## config.mk

```make
export PLATFORM = sky130hd
export DESIGN_NAME = der_cert_field_locator
export DESIGN_NICKNAME = d
export VERILOG_FILES = /design/src/design/dcfl_pkg.sv /design/src/design/dcfl_front.sv /design/src/design/dcfl_queue.sv /design/src/design/dcfl_back.sv /design/src/design/der_cert_field_locator.sv
export SDC_FILE = /design/constraint.sdc
export NUM_CORES = 1
export LEC_CHECK = 0
export BUFFER_PORTS_ARGS = -buffer_cell sky130_fd_sc_hd__buf_2
export CORE_MARGIN = 2
export CORE_UTILIZATION = 32
export CTS_CLUSTER_SIZE = 12
export DETAILED_ROUTE_END_ITERATION = 7
export GPL_TIMING_DRIVEN = 1
export MAX_ROUTING_LAYER = met4
export PLACE_DENSITY = 0.57
export SYNTH_ARGS = -nofsm -noshare
export SYNTH_HDL_FRONTEND = slang
export SYNTH_SLANG_ARGS = --single-unit
```

## constraint.sdc

```tcl
create_clock -name clk -period 19.3 [get_ports clk]
set_input_delay 0.965 -clock clk [delete_from_list [all_inputs] [get_ports clk]]
set_output_delay 0.965 -clock clk [all_outputs]
set_load 0.01 [all_outputs]
```

## src/design/dcfl_pkg.sv

```systemverilog
// Shared types and codes for the DER certificate field locator.
// Used by the front parser, the result queue, the output stage and the top level.
// No dependencies.
package dcfl_pkg;

	// Result kinds reported on the output channel
	localparam logic [2:0] KIND_SERIAL_HDR = 3'd0;
	localparam logic [2:0] KIND_SERIAL     = 3'd1;
	localparam logic [2:0] KIND_ISSUER     = 3'd2;
	localparam logic [2:0] KIND_VALIDITY   = 3'd3;
	localparam logic [2:0] KIND_SUBJECT    = 3'd4;
	localparam logic [2:0] KIND_KEY_INFO   = 3'd5;
	localparam logic [2:0] KIND_DONE       = 3'd6;
	localparam logic [2:0] KIND_FAIL       = 3'd7;

	// Configuration register indexes
	localparam logic CFG_IDX_FULL       = 1'b0;
	localparam logic CFG_IDX_SERIAL_HDR = 1'b1;

	// Parse phases
	localparam logic [3:0] PH_IDLE    = 4'd0;
	localparam logic [3:0] PH_OUTER   = 4'd1;
	localparam logic [3:0] PH_TBS     = 4'd2;
	localparam logic [3:0] PH_FIRST   = 4'd3;
	localparam logic [3:0] PH_VERSION = 4'd4;
	localparam logic [3:0] PH_SERIAL  = 4'd5;
	localparam logic [3:0] PH_OID     = 4'd6;
	localparam logic [3:0] PH_ISSUER  = 4'd7;
	localparam logic [3:0] PH_VALID   = 4'd8;
	localparam logic [3:0] PH_SUBJECT = 4'd9;
	localparam logic [3:0] PH_KEY     = 4'd10;

	// Header steps
	localparam logic [1:0] ST_TAG  = 2'd0;
	localparam logic [1:0] ST_LEN  = 2'd1;
	localparam logic [1:0] ST_LONG = 2'd2;
	localparam logic [1:0] ST_SKIP = 2'd3;

	// DER header constants
	localparam logic [7:0] LONG_FORM_BIT = 8'h80;
	localparam logic [7:0] VERSION_MASK  = 8'ha0;

	// Result queue depth (groups of results from one byte)
	localparam int QDEPTH = 4;

	// One result item
	typedef struct packed {
		logic [2:0]  kind;
		logic [15:0] offset;
		logic [15:0] length;
		logic        last;
	} fld_t;

	// All results caused by one input byte (one to three)
	typedef struct packed {
		logic [1:0]      cnt;
		fld_t [2:0]      f;
	} grp_t;

	// Configuration register values
	typedef struct packed {
		logic want_full_fields;
		logic want_serial_with_header;
	} cfg_t;

endpackage

```

## src/design/dcfl_front.sv

```systemverilog
// Front parser: walks DER headers one byte per transaction and builds result groups.
// Depends on dcfl_pkg.
module dcfl_front #(
	parameter int POS_W = 16
) (
	input  logic                  clk,
	input  logic                  arst_n,
	input  logic                  take,
	input  logic [7:0]            data_byte,
	input  logic                  first_byte,
	input  logic [15:0]           total_length,
	input  dcfl_pkg::cfg_t        cfg,
	output logic                  grp_we,
	output dcfl_pkg::grp_t        grp
);
	import dcfl_pkg::*;

	// Parser state
	logic [3:0]       phase_q;
	logic [1:0]       hstep_q;
	logic [31:0]      acc_q;
	logic [6:0]       lbl_q;
	logic [POS_W-1:0] pos_q;
	logic [POS_W-1:0] hst_q;
	logic [31:0]      seqr_q;
	logic [31:0]      skipr_q;

	// Next-state values
	logic [3:0]       ph;
	logic [1:0]       hs;
	logic [31:0]      acc;
	logic [6:0]       lbl;
	logic [POS_W-1:0] pos;
	logic [POS_W-1:0] hst;
	logic [31:0]      sr;
	logic [31:0]      skr;

	// Working values
	logic             run;
	logic             hdr;
	logic             fail;
	logic             done;
	logic             enter;
	logic [31:0]      hl;
	logic [POS_W-1:0] content;
	logic [POS_W-1:0] hlenp;
	logic [31:0]      whole;
	logic [1:0]       n;
	logic [POS_W+15:0] tl_x;
	logic [POS_W-1:0] tot;
	logic [POS_W+31:0] tot_x;
	logic [POS_W+31:0] hlen_x;
	logic [POS_W+15:0] hst_x;
	logic [POS_W+15:0] cnt_x;
	logic [15:0]      hst16;
	logic [15:0]      cnt16;

	// Byte parse, mirrors the header walk step by step
	always_comb begin
		ph      = phase_q;
		hs      = hstep_q;
		acc     = acc_q;
		lbl     = lbl_q;
		pos     = pos_q;
		hst     = hst_q;
		sr      = seqr_q;
		skr     = skipr_q;
		run     = 1'b0;
		hdr     = 1'b0;
		fail    = 1'b0;
		done    = 1'b0;
		enter   = 1'b0;
		hl      = 32'd0;
		n       = 2'd0;
		grp     = '0;
		tl_x    = {{POS_W{1'b0}}, total_length};
		tot     = tl_x[POS_W-1:0];
		tot_x   = {32'd0, tot};
		content = pos_q + {{(POS_W-1){1'b0}}, 1'b1};
		hlenp   = '0;
		hlen_x  = '0;
		whole   = 32'd0;
		hst_x   = '0;
		cnt_x   = {16'd0, content};
		cnt16   = cnt_x[15:0];
		hst16   = 16'd0;
		if (take) begin
			run = 1'b1;
			// restart on a first byte
			if (first_byte) begin
				ph  = PH_IDLE;
				hs  = ST_TAG;
				acc = 32'd0;
				lbl = 7'd0;
				pos = '0;
				hst = '0;
				skr = 32'd0;
				sr  = tot_x[31:0];
				if (tot == '0) begin
					grp.f[0] = '{kind: KIND_FAIL, offset: 16'd0, length: 16'd0, last: 1'b1};
					n   = 2'd1;
					run = 1'b0;
				end else begin
					ph = PH_OUTER;
				end
			end
			if (run && ph == PH_IDLE)
				run = 1'b0;
			if (run) begin
				content = pos + {{(POS_W-1){1'b0}}, 1'b1};
				cnt_x   = {16'd0, content};
				cnt16   = cnt_x[15:0];
				if (hs == ST_SKIP) begin
					skr = skr - 32'd1;
					if (skr == 32'd0)
						enter = 1'b1;
				end else begin
					sr = sr - 32'd1;
					if (hs == ST_TAG) begin
						if (ph == PH_FIRST)
							ph = ((data_byte & VERSION_MASK) == VERSION_MASK) ?
								PH_VERSION : PH_SERIAL;
						hst = pos;
						if (data_byte == 8'd0 || sr == 32'd0)
							fail = 1'b1;
						else
							hs = ST_LEN;
					end else if (hs == ST_LEN) begin
						if ((data_byte & LONG_FORM_BIT) != 8'd0) begin
							lbl = data_byte[6:0];
							acc = 32'd0;
							if (lbl == 7'd0) begin
								hdr = 1'b1;
								hl  = 32'd0;
							end else if (sr == 32'd0) begin
								fail = 1'b1;
							end else begin
								hs = ST_LONG;
							end
						end else begin
							hdr = 1'b1;
							hl  = {24'd0, data_byte};
						end
					end else begin
						acc = {acc[23:0], data_byte};
						lbl = lbl - 7'd1;
						if (lbl == 7'd0) begin
							hdr = 1'b1;
							hl  = acc;
						end else if (sr == 32'd0) begin
							fail = 1'b1;
						end
					end
				end
				// header complete: check length, report fields
				if (hdr) begin
					hlenp  = content - hst;
					hlen_x = {32'd0, hlenp};
					whole  = hlen_x[31:0] + hl;
					hst_x  = {16'd0, hst};
					hst16  = hst_x[15:0];
					if (hl > sr) begin
						fail = 1'b1;
					end else if (ph == PH_OUTER || ph == PH_TBS) begin
						sr    = hl;
						enter = 1'b1;
					end else begin
						case (ph)
							PH_SERIAL: begin
								if (cfg.want_serial_with_header) begin
									grp.f[n] = '{kind: KIND_SERIAL_HDR, offset: hst16,
										length: whole[15:0], last: 1'b0};
									n = n + 2'd1;
								end
								grp.f[n] = '{kind: KIND_SERIAL, offset: cnt16,
									length: hl[15:0], last: 1'b0};
								n = n + 2'd1;
							end
							PH_ISSUER: begin
								grp.f[n] = '{kind: KIND_ISSUER, offset: hst16,
									length: whole[15:0], last: 1'b0};
								n = n + 2'd1;
								if (!cfg.want_full_fields)
									done = 1'b1;
							end
							PH_VALID: begin
								grp.f[n] = '{kind: KIND_VALIDITY, offset: cnt16,
									length: hl[15:0], last: 1'b0};
								n = n + 2'd1;
							end
							PH_SUBJECT: begin
								grp.f[n] = '{kind: KIND_SUBJECT, offset: hst16,
									length: whole[15:0], last: 1'b0};
								n = n + 2'd1;
							end
							PH_KEY: begin
								grp.f[n] = '{kind: KIND_KEY_INFO, offset: hst16,
									length: whole[15:0], last: 1'b0};
								n    = n + 2'd1;
								done = 1'b1;
							end
							default: begin
							end
						endcase
						if (!done) begin
							sr  = sr - hl;
							skr = hl;
							if (hl == 32'd0)
								enter = 1'b1;
							else
								hs = ST_SKIP;
						end
					end
				end
				// move on to the next element of the enclosing sequence
				if (enter) begin
					ph = ph + 4'd1;
					hs = ST_TAG;
					if (sr == 32'd0)
						fail = 1'b1;
				end
				// end of certificate
				if (fail || done) begin
					grp.f[n] = '{kind: fail ? KIND_FAIL : KIND_DONE, offset: 16'd0,
						length: 16'd0, last: 1'b1};
					n  = n + 2'd1;
					ph = PH_IDLE;
					hs = ST_TAG;
				end
				pos = pos + {{(POS_W-1){1'b0}}, 1'b1};
			end
		end
		grp.cnt = n;
	end

	assign grp_we = take && (n != 2'd0);

	// State registers
	always_ff @(posedge clk or negedge arst_n) begin
		if (!arst_n) begin
			phase_q <= PH_IDLE;
			hstep_q <= ST_TAG;
			acc_q   <= 32'd0;
			lbl_q   <= 7'd0;
			pos_q   <= '0;
			hst_q   <= '0;
			seqr_q  <= 32'd0;
			skipr_q <= 32'd0;
		end else begin
			phase_q <= ph;
			hstep_q <= hs;
			acc_q   <= acc;
			lbl_q   <= lbl;
			pos_q   <= pos;
			hst_q   <= hst;
			seqr_q  <= sr;
			skipr_q <= skr;
		end
	end

endmodule

```

## src/design/dcfl_queue.sv

```systemverilog
// Short queue of result groups between the parser and the output stage.
// Depends on dcfl_pkg.
module dcfl_queue (
	input  logic           clk,
	input  logic           arst_n,
	input  logic           we,
	input  dcfl_pkg::grp_t wdata,
	input  logic           pop,
	output dcfl_pkg::grp_t rdata,
	output logic           empty,
	output logic           full
);
	import dcfl_pkg::*;

	localparam int PW = $clog2(QDEPTH);
	localparam int CW = $clog2(QDEPTH + 1);

	grp_t          mem_q [QDEPTH];
	logic [PW-1:0] wr_ptr_q;
	logic [PW-1:0] rd_ptr_q;
	logic [CW-1:0] cnt_q;

	assign empty = (cnt_q == '0);
	assign full  = (cnt_q == CW'(QDEPTH));
	assign rdata = mem_q[rd_ptr_q];

	// Storage
	always_ff @(posedge clk) begin
		if (we)
			mem_q[wr_ptr_q] <= wdata;
	end

	// Pointers and fill count
	always_ff @(posedge clk or negedge arst_n) begin
		if (!arst_n) begin
			wr_ptr_q <= '0;
			rd_ptr_q <= '0;
			cnt_q    <= '0;
		end else begin
			if (we)
				wr_ptr_q <= wr_ptr_q + {{(PW-1){1'b0}}, 1'b1};
			if (pop)
				rd_ptr_q <= rd_ptr_q + {{(PW-1){1'b0}}, 1'b1};
			if (we && !pop)
				cnt_q <= cnt_q + {{(CW-1){1'b0}}, 1'b1};
			else if (pop && !we)
				cnt_q <= cnt_q - {{(CW-1){1'b0}}, 1'b1};
		end
	end

endmodule

```

## src/design/dcfl_back.sv

```systemverilog
// Output stage: takes result groups from the queue and sends their results one per transaction.
// Depends on dcfl_pkg.
module dcfl_back (
	input  logic           clk,
	input  logic           arst_n,
	input  logic           q_empty,
	input  dcfl_pkg::grp_t q_rdata,
	output logic           q_pop,
	output logic           m_tvalid,
	input  logic           m_tready,
	output logic [31:0]    m_tdata,
	output logic [2:0]     m_tuser,
	output logic           m_tlast
);
	import dcfl_pkg::*;

	grp_t       cur_q;
	logic [1:0] idx_q;
	logic       busy_q;

	logic fire;
	logic last_res;
	logic need_load;
	fld_t sel;

	assign fire      = busy_q && m_tready;
	assign last_res  = (idx_q == cur_q.cnt - 2'd1);
	assign need_load = !busy_q || (fire && last_res);
	assign q_pop     = need_load && !q_empty;

	// Present the current result
	assign sel      = cur_q.f[idx_q];
	assign m_tvalid = busy_q;
	assign m_tdata  = {sel.length, sel.offset};
	assign m_tuser  = sel.kind;
	assign m_tlast  = sel.last;

	// Group holding register, payload needs no reset
	always_ff @(posedge clk) begin
		if (q_pop)
			cur_q <= q_rdata;
	end

	// Result index and valid
	always_ff @(posedge clk or negedge arst_n) begin
		if (!arst_n) begin
			idx_q  <= 2'd0;
			busy_q <= 1'b0;
		end else if (q_pop) begin
			idx_q  <= 2'd0;
			busy_q <= 1'b1;
		end else if (fire) begin
			if (last_res)
				busy_q <= 1'b0;
			else
				idx_q <= idx_q + 2'd1;
		end
	end

endmodule

```

## src/design/der_cert_field_locator.sv

```systemverilog
// DER certificate field locator, top level.
// Holds the configuration registers and ties parser, result queue and output stage together.
// Depends on dcfl_pkg, dcfl_front, dcfl_queue, dcfl_back.
//
// Usage:
//   s_* carries the certificate one byte per transaction; tuser flags the first byte,
//   which restarts the parse and samples the certificate length from tdata.
//   m_* carries located fields: tuser is the field kind, tdata offset and length,
//   tlast closes the certificate on the done or failure result.
//   cfg_* writes the two mode registers; write only while the block is idle.
// Timing:
//   Bytes are taken one per cycle. A byte's results (up to three) leave one per cycle
//   while m_tready is high; their group is written into a four-group queue, then into
//   a holding register that presents it. The input stalls only when that queue is full,
//   i.e. after the receiver has held m_tready low long enough to back up four groups.
// Reset:
//   arst_n clears the parser to idle, empties the queue, drops m_tvalid and sets
//   both mode registers to 1. Bytes without the first-byte flag are ignored while idle.
module der_cert_field_locator #(
	parameter int CERT_LEN_BITS = 16
) (
	input  logic        clk,
	input  logic        arst_n,
	// bits: data_byte[7:0], total_length[23:8]
	input  logic [23:0] s_tdata,
	// bits: first_byte[0]
	input  logic        s_tuser,
	input  logic        s_tvalid,
	output logic        s_tready,
	// bits: field_offset[15:0], field_length[31:16]
	output logic [31:0] m_tdata,
	// bits: field_kind[2:0]
	output logic [2:0]  m_tuser,
	output logic        m_tlast,
	output logic        m_tvalid,
	input  logic        m_tready,
	input  logic        cfg_wen,
	input  logic        cfg_index,
	input  logic        cfg_wdata
);
	import dcfl_pkg::*;

	cfg_t cfg_q;
	logic take;
	logic grp_we;
	grp_t grp_w;
	grp_t grp_r;
	logic q_empty;
	logic q_full;
	logic q_pop;

	// Mode registers
	always_ff @(posedge clk or negedge arst_n) begin
		if (!arst_n) begin
			cfg_q.want_full_fields        <= 1'b1;
			cfg_q.want_serial_with_header <= 1'b1;
		end else if (cfg_wen) begin
			case (cfg_index)
				CFG_IDX_FULL:       cfg_q.want_full_fields        <= cfg_wdata;
				CFG_IDX_SERIAL_HDR: cfg_q.want_serial_with_header <= cfg_wdata;
				default: begin
				end
			endcase
		end
	end

	assign s_tready = !q_full;
	assign take     = s_tvalid && s_tready;

	dcfl_front #(
		.POS_W(CERT_LEN_BITS)
	) u_front (
		.clk          (clk),
		.arst_n       (arst_n),
		.take         (take),
		.data_byte    (s_tdata[7:0]),
		.first_byte   (s_tuser),
		.total_length (s_tdata[23:8]),
		.cfg          (cfg_q),
		.grp_we       (grp_we),
		.grp          (grp_w)
	);

	dcfl_queue u_queue (
		.clk    (clk),
		.arst_n (arst_n),
		.we     (grp_we),
		.wdata  (grp_w),
		.pop    (q_pop),
		.rdata  (grp_r),
		.empty  (q_empty),
		.full   (q_full)
	);

	dcfl_back u_back (
		.clk      (clk),
		.arst_n   (arst_n),
		.q_empty  (q_empty),
		.q_rdata  (grp_r),
		.q_pop    (q_pop),
		.m_tvalid (m_tvalid),
		.m_tready (m_tready),
		.m_tdata  (m_tdata),
		.m_tuser  (m_tuser),
		.m_tlast  (m_tlast)
	);

endmodule
```

# Word-level counts from Yosys, hierarchy flattened
# Memories as Yosys holds them, arrays and structs flattened. A register that Yosys moved wholly into a read port is not among the register bits.
# Index checks and enable logic that the tools add are counted.
# op_classes
n_eq_ne,14
n_mux,190
add_sub_neg,17
reduce_logical,40
bitwise,1
order_cmp,8
# op_table
operator,n
$mux 108,15
$mux 32,32
$bwmux 108,7
$pmux 108 s5,1
$mux 36,7
$demux 36 s2,3
$mux 16,9
$logic_not 32->1,4
$mux 2,37
$bmux 36 s2,1
$sub 32x1->32 const B,2
$mux 1,56
$mux 7,8
$mux 4,10
$gt 32x32->1,1
$sub 32x32->32,1
$add 16x1->16 const B,1
$add 16x16->16,1
$logic_not 16->1,1
$sub 16x16->16,1
$logic_not 7->1,2
$add 2x1->2 const B,6
$eq 4x4->1 const B,3
$lt 2x3->1 const B,4
28 further kinds,57
# totals
ramBits,440
regBits,153
output_inout_bits,38
n_memories,1
input_bits,32
word_cells,286
# mem_list
memory,words,word_bits,read_ports,rd_ports_with_merged_regs,write_ports,line_no,source
u_queue.mem_q,4,110,1,1,1,dcfl_queue.sv:18,grp_t mem_q [QDEPTH];

# Longest topological paths before layout
# Gate-level depths: netlist of run 1.
# logic_depth
depth_word,38
ltp_mapped,41
ltp_nobuf,32

# By module
# A second synthesis of run 1 with hierarchy kept.
# unflattened
hier_cells,2953
hier_area_um2,35775.6
# modules_own_cells
mod,instances,seq_area_each_um2,area_per_inst_um2,cells_per_inst
dcfl_queue,1,13387.8,16275.6,609
dcfl_front,1,3328.2,15082.0,2076
dcfl_back,1,3378.2,4319.1,260
der_cert_field_locator,1,52.6,98.8,8

# Worst setup path after synthesis of run 1
# Ideal clock, no wire load.
# synth_path
kind,input to register
from,input port s_tuser
to,memory u_queue.mem_q[0][0] in the netlist's numbering (enable)
stages,33
setup_time_ns,0.589
n_path_buf,8
t_required_ns,18.711
arrival_ns,13.547
setup_slack_ns,5.164
path_cell_list,clkbuf_1 > buf_2 > buf_2 > buf_2 > buf_2 > buf_1 > mux2i_1 > ha_1 > or4bb_1 > a222oi_1 > and4_1 > nand2_1 > nor2_1 > nand3_1 > o21a_1 > o221a_2 > ha_1 > clkbuf_1 > nand3_1 > nor3_1 > o2111ai_1 > a211oi_1 > o21ba_2 > o21ai_1 > clkbuf_1 > o22ai_1 > o2111ai_1 > a2111oi_1 > nand3_1 > o21a_1 > mux2_4 > o21ba_4 > nor2b_1
# synth_between
elab_chain_len,34
word_cells_on_any_way,127
cone_classes,add/sub (7); order compare (1); eq/ne (10); mux (95); reduce/logical (14)
# synth_lines
item,line_no,source
start: declaration,der_cert_field_locator.sv:27,"input logic s_tuser,"
branches (longest 28 deep; another with $sub 32x32->32),n/a,
$mux 2 *,dcfl_front.sv:109,if (run) begin
$mux 2 *,dcfl_front.sv:87,if (take) begin
$reduce_bool 2->1 *,dcfl_front.sv:236,assign grp_we = take && (n != 2'd0);
$logic_and 1x1->1 *,dcfl_front.sv:236,
$mux 1 *,dcfl_queue.sv:29,if (we)
$mux 1 (implied by the code) *,dcfl_queue.sv:30,mem_q[wr_ptr_q] <= wdata;
end: declaration,dcfl_queue.sv:18,
# Every way passes the cells marked *. The select of a mux whose other input is x is not followed.

# Worst setup path after layout of run 1
# layout_path
from,input port s_tuser
to,memory u_queue.mem_q[1][90] in the netlist's numbering (enable)
# The elaborated chain is that of the path after synthesis.

==> impl_metrics.ini, run 1 <==
[timing]
grt_setup_unrepaired = no
max_slew_margin_pct = 17.6
hold_viol_final = 0
period_share_pct = 56.7
clock_skew_ns = 0.0253
setup_viol = 0
final_period_minus_worst_setup_slack_ns = 10.94
pin_slew_with_the_least_headroom_to_its_limit_ns = 1.24
finalHoldWorstSlack_ns = 0.273
maxSlewViolCount = 0
totalNegativeSetupSlack_ns = 0
timing.fmax_mhz = 91.4

[placed_design]
dp_cells = 4231
port_buffers = 69
detailed_place.area_um2 = 36700
post-dp-hpwl_mm = 68.6
finalWeightedCongestion = 0.920

[worst_setup_path]
crit_top_cell = sky130_fd_sc_hd__buf_4
critical_path.reg2reg.startpoint = u_front.hstep_q[1]$_DFFE_PN0P_
cp_max_fo = 61
worst_setup_path_start_kind = primary input
worstRegToRegCells = 26
cp-end-kind = flop
critical_path_class = in -> reg
timing.rr.end = u_queue.mem_q[1][90]$_DFFE_PP_
standard_cell_with_the_maximum_stage_delay_on_the_critical_path = sky130_fd_sc_hd__buf_4
critPathBufInv = 7
cp.arrival_ns = 11.19
critPathTopFamily = compound AO/OA/AOI/OAI gates
critical_path.max_stage_delay_ns = 0.81
critical_path_rt_ns = 19.55
rrSetupSlack_ns = 9.12

[clock_network]
post_cts_resized = 0
cts_tree = built
ctsHoldBuffers = 0
cts_root_buffer = sky130_fd_sc_hd__clkbuf_16
cts_post_setup_buffers_inserted = 0
cts_made_buffers = 75
clock_input_transition_at_the_sequential_cells_of_the_worst_setup_and_hold_paths_ns = 0.05
cts_num_sinks = 685
ctsLongestPathBuffers = 3
clk-insertion-delay-late_ns = 0.63
ctsHtreeMaxLevel = 3

[global_route]
pin_count_of_the_biggest_net_entering_global_routing = 67
globalRouteMet3Util_pct = 2.17
groute.usage.overall_pct = 18.6
via_count_of_the_first_global_routing_pass = 23330
groute.layer.met1.usage_pct = 24.9
number_of_antenna_violations_at_the_first_check_in_global_routing = 3
globalRoute.totalOverflow = 0
grt_most_used_layer = met2
met2_usage_pct = 29.4
first_pass_grt_wire_length_mm = 152

[floorplanning]
num_rows = 120
starting_density_pct = 32.3
top_level_ports = 70
dieArea_um2 = 111000
die_h_um = 333
fp.dieW_um = 333
core_box_area_um2 = 107000

[layout]
share_of_layout_cells_above_drive_strength_1_pct = 13.7
synthToLayoutAreaGrowth_pct = 12.4
final_design_area_no_fill_um2 = 39000
instances_no_fill = 4363
nFillCells = 10401
finalNetCount = 3026

[synthesis]
synth_flop_cell = sky130_fd_sc_hd__edfxtp_1
ys_seq_elements = 685
yosysUniqueCellTypes = 95
syn-cell-area_um2 = 34700
synth_top_cell_area_share_pct = 46.7
register_area_share_after_synthesis_pct = 57.2
ys_async_sr_fraction_pct = 21.2
synth-edff-count = 540
synth_largest_area_cell = sky130_fd_sc_hd__edfxtp_1
syn_avg_cell_area_um2 = 12.1
synthesis.instances = 2879
synthTopCellsByArea = sky130_fd_sc_hd__edfxtp_1 (47%), sky130_fd_sc_hd__dfrtp_1 (10%), sky130_fd_sc_hd__mux4_2 (7.0%)
syn-num-nets = 3000
yosys_warnings = 0

[drt]
drt_first_pass_iters = 6
dr.first_iter.drc_count = 2250
drc_errors = 0
drt_wl_total_mm = 102
route.detailed.vias_per_inst = 5.57
via_count = 24286
final_routed_wire_length_divided_by_cell_count_um = 23.4
drtAntennaViolNets = 0

[power_and_ir_drop]
cellPowerDensity_nw_per_um2 = 145
ir_drop_worst_vdd_mv = 0.0783
p_leak_uw = 0.0138

[status]
status = finished clean

[run]
cap_viol_max_count = 0

[worst_hold_path]
hold_class = in -> async
[cell type report]
cell class | count | area, um2 | area share (%)
Inverter | 76 | 285 | 0.732
Tap cell | 1403 | 1760 | 4.50
Antenna cell | 2 | 5.00 | 0.0128
Multi-Input combinational cell | 1941 | 14000 | 35.9
Timing Repair Buffer | 126 | 782 | 2.01
Sequential cell | 685 | 19900 | 50.9
Clock buffer | 105 | 2030 | 5.21
Clock inverter | 25 | 289 | 0.741
[cell usage after synthesis, types with 12 or more instances]
| library cell | instances |
|---|---|
| sky130_fd_sc_hd__a21oi_1 | 134 |
| sky130_fd_sc_hd__or2_2 | 19 |
| sky130_fd_sc_hd__o21ai_1 | 13 |
| sky130_fd_sc_hd__fa_1 | 17 |
| sky130_fd_sc_hd__a22oi_1 | 13 |
| sky130_fd_sc_hd__o22ai_1 | 19 |
| sky130_fd_sc_hd__nand4_1 | 16 |
| sky130_fd_sc_hd__nor4_1 | 31 |
| sky130_fd_sc_hd__and3_1 | 30 |
| sky130_fd_sc_hd__o211ai_1 | 26 |
| sky130_fd_sc_hd__nor3_1 | 57 |
| sky130_fd_sc_hd__edfxtp_1 | 540 |
| sky130_fd_sc_hd__nor2_1 | 283 |
| sky130_fd_sc_hd__dfrtp_1 | 143 |
| sky130_fd_sc_hd__inv_1 | 76 |
| sky130_fd_sc_hd__a21o_1 | 24 |
| sky130_fd_sc_hd__ha_1 | 72 |
| sky130_fd_sc_hd__o21a_1 | 23 |
| sky130_fd_sc_hd__o21ai_0 | 214 |
| sky130_fd_sc_hd__nand2b_1 | 12 |
| sky130_fd_sc_hd__nand2_1 | 285 |
| sky130_fd_sc_hd__mux4_2 | 108 |
| sky130_fd_sc_hd__xnor2_1 | 60 |
| sky130_fd_sc_hd__buf_2 | 18 |
| sky130_fd_sc_hd__a22o_1 | 41 |
| sky130_fd_sc_hd__and2_1 | 14 |
| sky130_fd_sc_hd__mux2i_1 | 63 |
| sky130_fd_sc_hd__nand3_1 | 49 |
| sky130_fd_sc_hd__xor2_1 | 38 |
| sky130_fd_sc_hd__clkbuf_1 | 131 |
| sky130_fd_sc_hd__nor2b_1 | 24 |
| sky130_fd_sc_hd__a32o_1 | 16 |
| sky130_fd_sc_hd__a31oi_1 | 31 |
| sky130_fd_sc_hd__buf_1 | 28 |
[state kept, by name, summed over array words and instances, names as in the netlist]
signal            flops
u_back.m_tvalid       1
u_front.hst_q        16
cfg_q                 2
u_front.skipr_q      32
u_front.phase_q       4
u_front.seqr_q       32
u_queue.wr_ptr_q      2
u_back.cur_q        108
u_queue.rd_ptr_q      2
u_queue.cnt_q         3
u_front.pos_q        16
u_front.hstep_q       2
u_back.idx_q          2
u_front.lbl_q         7
u_front.acc_q        24
u_queue.mem_q       432
[cells by family after synthesis]
family,after synthesis,synth area share [%]
and+or+nand+nor,879,11.7
AOI/OAI and AO/OA,694,13.0
DFF,685,57.2
buffers and inverters,253,2.80
muxes,181,9.17
xor gates and xnor gates,98,2.47
adders and majority gates,89,3.58
[how the worst max path moves through the flow]
stage | from | to | slack, ns | cells after the start
CTS | s_tuser | u_queue.mem_q[1][14]$_DFFE_PP_ | 8.50 | 29
detailed placement | s_tuser | u_queue.mem_q[1][7]$_DFFE_PP_ | 7.85 | 29
global route | s_tuser | u_queue.mem_q[1][86]$_DFFE_PP_ | 7.54 | 29
global placement | s_tuser | u_queue.mem_q[1][7]$_DFFE_PP_ | 8.09 | 29
floorplan | s_tuser | u_queue.mem_q[0][0]$_DFFE_PP_ | 5.16 | 33
finish | s_tuser | u_queue.mem_q[1][90]$_DFFE_PP_ | 8.36 | 29
[stage by stage]
stage	power [uW]	utilization, %	setup slack (ns)
finish	5650	36.3	8.36
global route	5960	36.3	7.54
CTS	5690	36.3	8.50
detailed placement	4310	34.2	7.85
global placement	4310	34.2	8.09
floorplan	3620	-	5.16
[routing by layer]
layer,part of all wire [%],vias up
met3,5.3,199
met5,0,-
met2,47,881
met4,3.6,0
li1,-,10984
met1,44,12222
[report_power, final]
group	leakage, uW	switching, uW	internal, uW
Combinational	0.00566	1320	849
Clock	0.00111	581	781
Sequential	0.00708	222	1900
Total	0.0138	2120	3530
[placed cells by master, fill, tap and decap left out, types with 67 or more instances in the layout]
cell type and instances:
sky130_fd_sc_hd__nand2_1 284, sky130_fd_sc_hd__edfxtp_1 540, sky130_fd_sc_hd__a21oi_1 133, sky130_fd_sc_hd__buf_2 67, sky130_fd_sc_hd__clkbuf_16 76, sky130_fd_sc_hd__nor2_1 279, sky130_fd_sc_hd__o21ai_0 213, sky130_fd_sc_hd__ha_1 72
sky130_fd_sc_hd__mux4_2 108, sky130_fd_sc_hd__dfrtp_1 140, sky130_fd_sc_hd__inv_1 75
Note: power is estimated with default switching activity, not from simulation.
==> run 2, diff against run 1 <==
- clock period: 19.3 -> 11.3 ns (I/O delays scaled with it)
==> run 2 against run 1 <==
Effect of this change:
- clock power rose by 74%
- register-to-register slack lost 7.5 ns
- combinational power increased by 74%
- largest cell class unchanged
- clock-buffer cell count up 12
- power rose by 72%
- first-iteration DRC count down 4.8%
- via count increased by 0.26%
- highest routed layer unchanged
- setup slack got worse by 6.7 ns
- critical path depth increased by 1
- worst hold slack lost 0.089 ns
- die area unchanged
- critical path type is now reg -> reg
- global-route usage fell by 0.068 points
==> impl_metrics.ini, run 2 (synthesized netlist as in run 1, its figures left out) <==
[timing]
grt_setup_unrepaired = no
maxSlewViolCount = 0
timing.fmax_mhz = 104
final_period_minus_worst_setup_slack_ns = 9.64
pin_slew_with_the_least_headroom_to_its_limit_ns = 1.18
setup_viol = 0
period_share_pct = 85.3
hold_viol_final = 0
finalHoldWorstSlack_ns = 0.184
max_slew_margin_pct = 21.1
clock_skew_ns = 0.0311

[placed_design]
finalWeightedCongestion = 0.930
port_buffers = 69
post-dp-hpwl_mm = 67.2
dp_cells = 4231

[floorplanning]
dieArea_um2 = 111000
num_rows = 120
die_h_um = 333
fp.dieW_um = 333
starting_density_pct = 32.3
top_level_ports = 70
core_box_area_um2 = 107000

[global_route]
first_pass_grt_wire_length_mm = 152
via_count_of_the_first_global_routing_pass = 23633
pin_count_of_the_biggest_net_entering_global_routing = 129
groute.usage.overall_pct = 18.5
number_of_antenna_violations_at_the_first_check_in_global_routing = 5
globalRoute.totalOverflow = 0

[drt]
drc_errors = 0
drtAntennaViolNets = 0
drt_wl_total_mm = 101
route.detailed.vias_per_inst = 5.57
dr.first_iter.drc_count = 2141
final_routed_wire_length_divided_by_cell_count_um = 23.2
drt_first_pass_iters = 5
via_count = 24349

[clock_network]
clk-insertion-delay-late_ns = 0.64
cts_made_buffers = 74
ctsLongestPathBuffers = 3
post_cts_resized = 0
ctsHtreeMaxLevel = 3
cts_root_buffer = sky130_fd_sc_hd__clkbuf_16
cts_num_sinks = 685
clock_input_transition_at_the_sequential_cells_of_the_worst_setup_and_hold_paths_ns = 0.06
cts_tree = built

[worst_setup_path]
standard_cell_with_the_maximum_stage_delay_on_the_critical_path = sky130_fd_sc_hd__a222oi_1
cp_max_fo = 23
worst_setup_path_start_kind = flop
cp-end-kind = flop
critical_path_rt_ns = 11.79
cp.arrival_ns = 10.14
critical_path_class = reg -> reg
critical_path.max_stage_delay_ns = 0.85

[layout]
instances_no_fill = 4369
top_register = u_queue.mem_q
antenna-diode-count = 0
top_regs = u_queue.mem_q (432), u_back.cur_q (108)
final_common_cell = sky130_fd_sc_hd__edfxtp_1
final_cell_mix = sky130_fd_sc_hd__edfxtp_1 (540), sky130_fd_sc_hd__nand2_1 (284), sky130_fd_sc_hd__nor2_1 (279)
share_of_layout_cells_above_drive_strength_1_pct = 13.8
nFillCells = 10394
synthToLayoutAreaGrowth_pct = 12.7
largest_register_ff_count = 432
finalNetCount = 3026

[run]
cap_viol_max_count = 0

[worst_hold_path]
hold_class = in -> reg

[power_and_ir_drop]
ir_drop_worst_vdd_mv = 0.173
cellPowerDensity_nw_per_um2 = 249
p_leak_uw = 0.0139

[status]
status = finished clean
## run 2: cell types whose count changed in the layout (fill, tap and decap cells not counted), moves of 2 or more
| cell | previous run | this run |
|---|---|---|
| sky130_fd_sc_hd__clkbuf_1 | 27 | 34 |
| sky130_fd_sc_hd__buf_12 | 0 | 6 |
| sky130_fd_sc_hd__buf_4 | 58 | 52 |
| sky130_fd_sc_hd__clkbuf_8 | 2 | 7 |
| sky130_fd_sc_hd__clkinvlp_4 | 3 | 0 |
| sky130_fd_sc_hd__clkinv_1 | 6 | 4 |
| sky130_fd_sc_hd__clkinv_2 | 5 | 7 |
| sky130_fd_sc_hd__diode_2 | 2 | 0 |
## run 2: final timing paths
check | from | end | slack (ns) | cells after the start
hold reg to reg | u_front.hst_q[12]$_DFFE_PN0P_ | u_front.hst_q[12]$_DFFE_PN0P_ | 0.48 | 2
hold / removal | cfg_wdata | cfg_q[0]$_DFFE_PN1P_ | 0.18 | 2
setup / recovery | u_front.seqr_q[1]$_DFFE_PN0P_ | u_queue.cnt_q[1]$_DFFE_PN0P_ | 1.66 | 30
min in group asynchronous | arst_n | u_front.skipr_q[29]$_DFFE_PN0P_ | 0.44 | 2
setup reg to reg | u_front.seqr_q[1]$_DFFE_PN0P_ | u_queue.cnt_q[1]$_DFFE_PN0P_ | 1.66 | 30
max in group asynchronous | arst_n | u_back.idx_q[1]$_DFFE_PN0P_ | 9.58 | 3
## run 2: layout make-up
type	instances	area, um2	area share, %
Sequential cell	685	19900	50.8
Multi-Input combinational cell	1941	14000	35.8
Clock buffer	117	2130	5.43
Tap cell	1403	1760	4.49
Timing Repair Buffer	127	867	2.22
Inverter	76	285	0.729
Clock inverter	20	240	0.614
## run 2: critical path, delay by kind of cell (launching register included)
family,cells,cell delay [ns]
and+or+nand+nor,9,2.48
buffers and inverters,3,0.48
DFF,1,0.39
adders and majority gates,4,1.39
AOI/OAI and AO/OA,11,3.71
muxes,3,1.05
## run 2: timing repair
| item | CTS | global route |
|---|---|---|
| buffers inserted | 0 | 0 |
| hold buffers | 1 | 0 |
| endpoints found under the setup margin | 0 | 0 |
| hold endpoints to repair | 44 | 0 |
## run 2: power by group
part,switching [uW],internal [uW],leakage (uW)
Sequential,341,3240,0.00708
Combinational,2320,1460,0.00568
Clock,1020,1350,0.00114
## run 2: stage by stage
| stage | utilization (%) | power [uW] | instance area [um2] | TNS [ns] | setup slack (ns) |
|---|---|---|---|---|---|
| 6_report | 36.4 | 9730 | 39100 | 0 | 1.66 |
| 5_1_grt | 36.4 | 10300 | 39100 | 0 | 0.947 |
| 4_1_cts | 36.4 | 9780 | 39100 | 0 | 1.80 |
| 3_5_place_dp | 34.2 | 7400 | 36700 | 0 | 1.49 |
| 3_3_place_gp | 34.2 | 7380 | 36700 | 0 | 1.65 |
| 2_1_floorplan | - | 6170 | 34700 | -137.95 | -0.319 |
## run 2: layer usage
layer  vias up  part of all wire (%)  track usage [%]
met4         0                   4.1             7.27
li1      10982                     -                -
met1     12248                    43             23.9
met5         -                     0                -
met3       238                   6.2             3.38
met2       881                    47             29.0
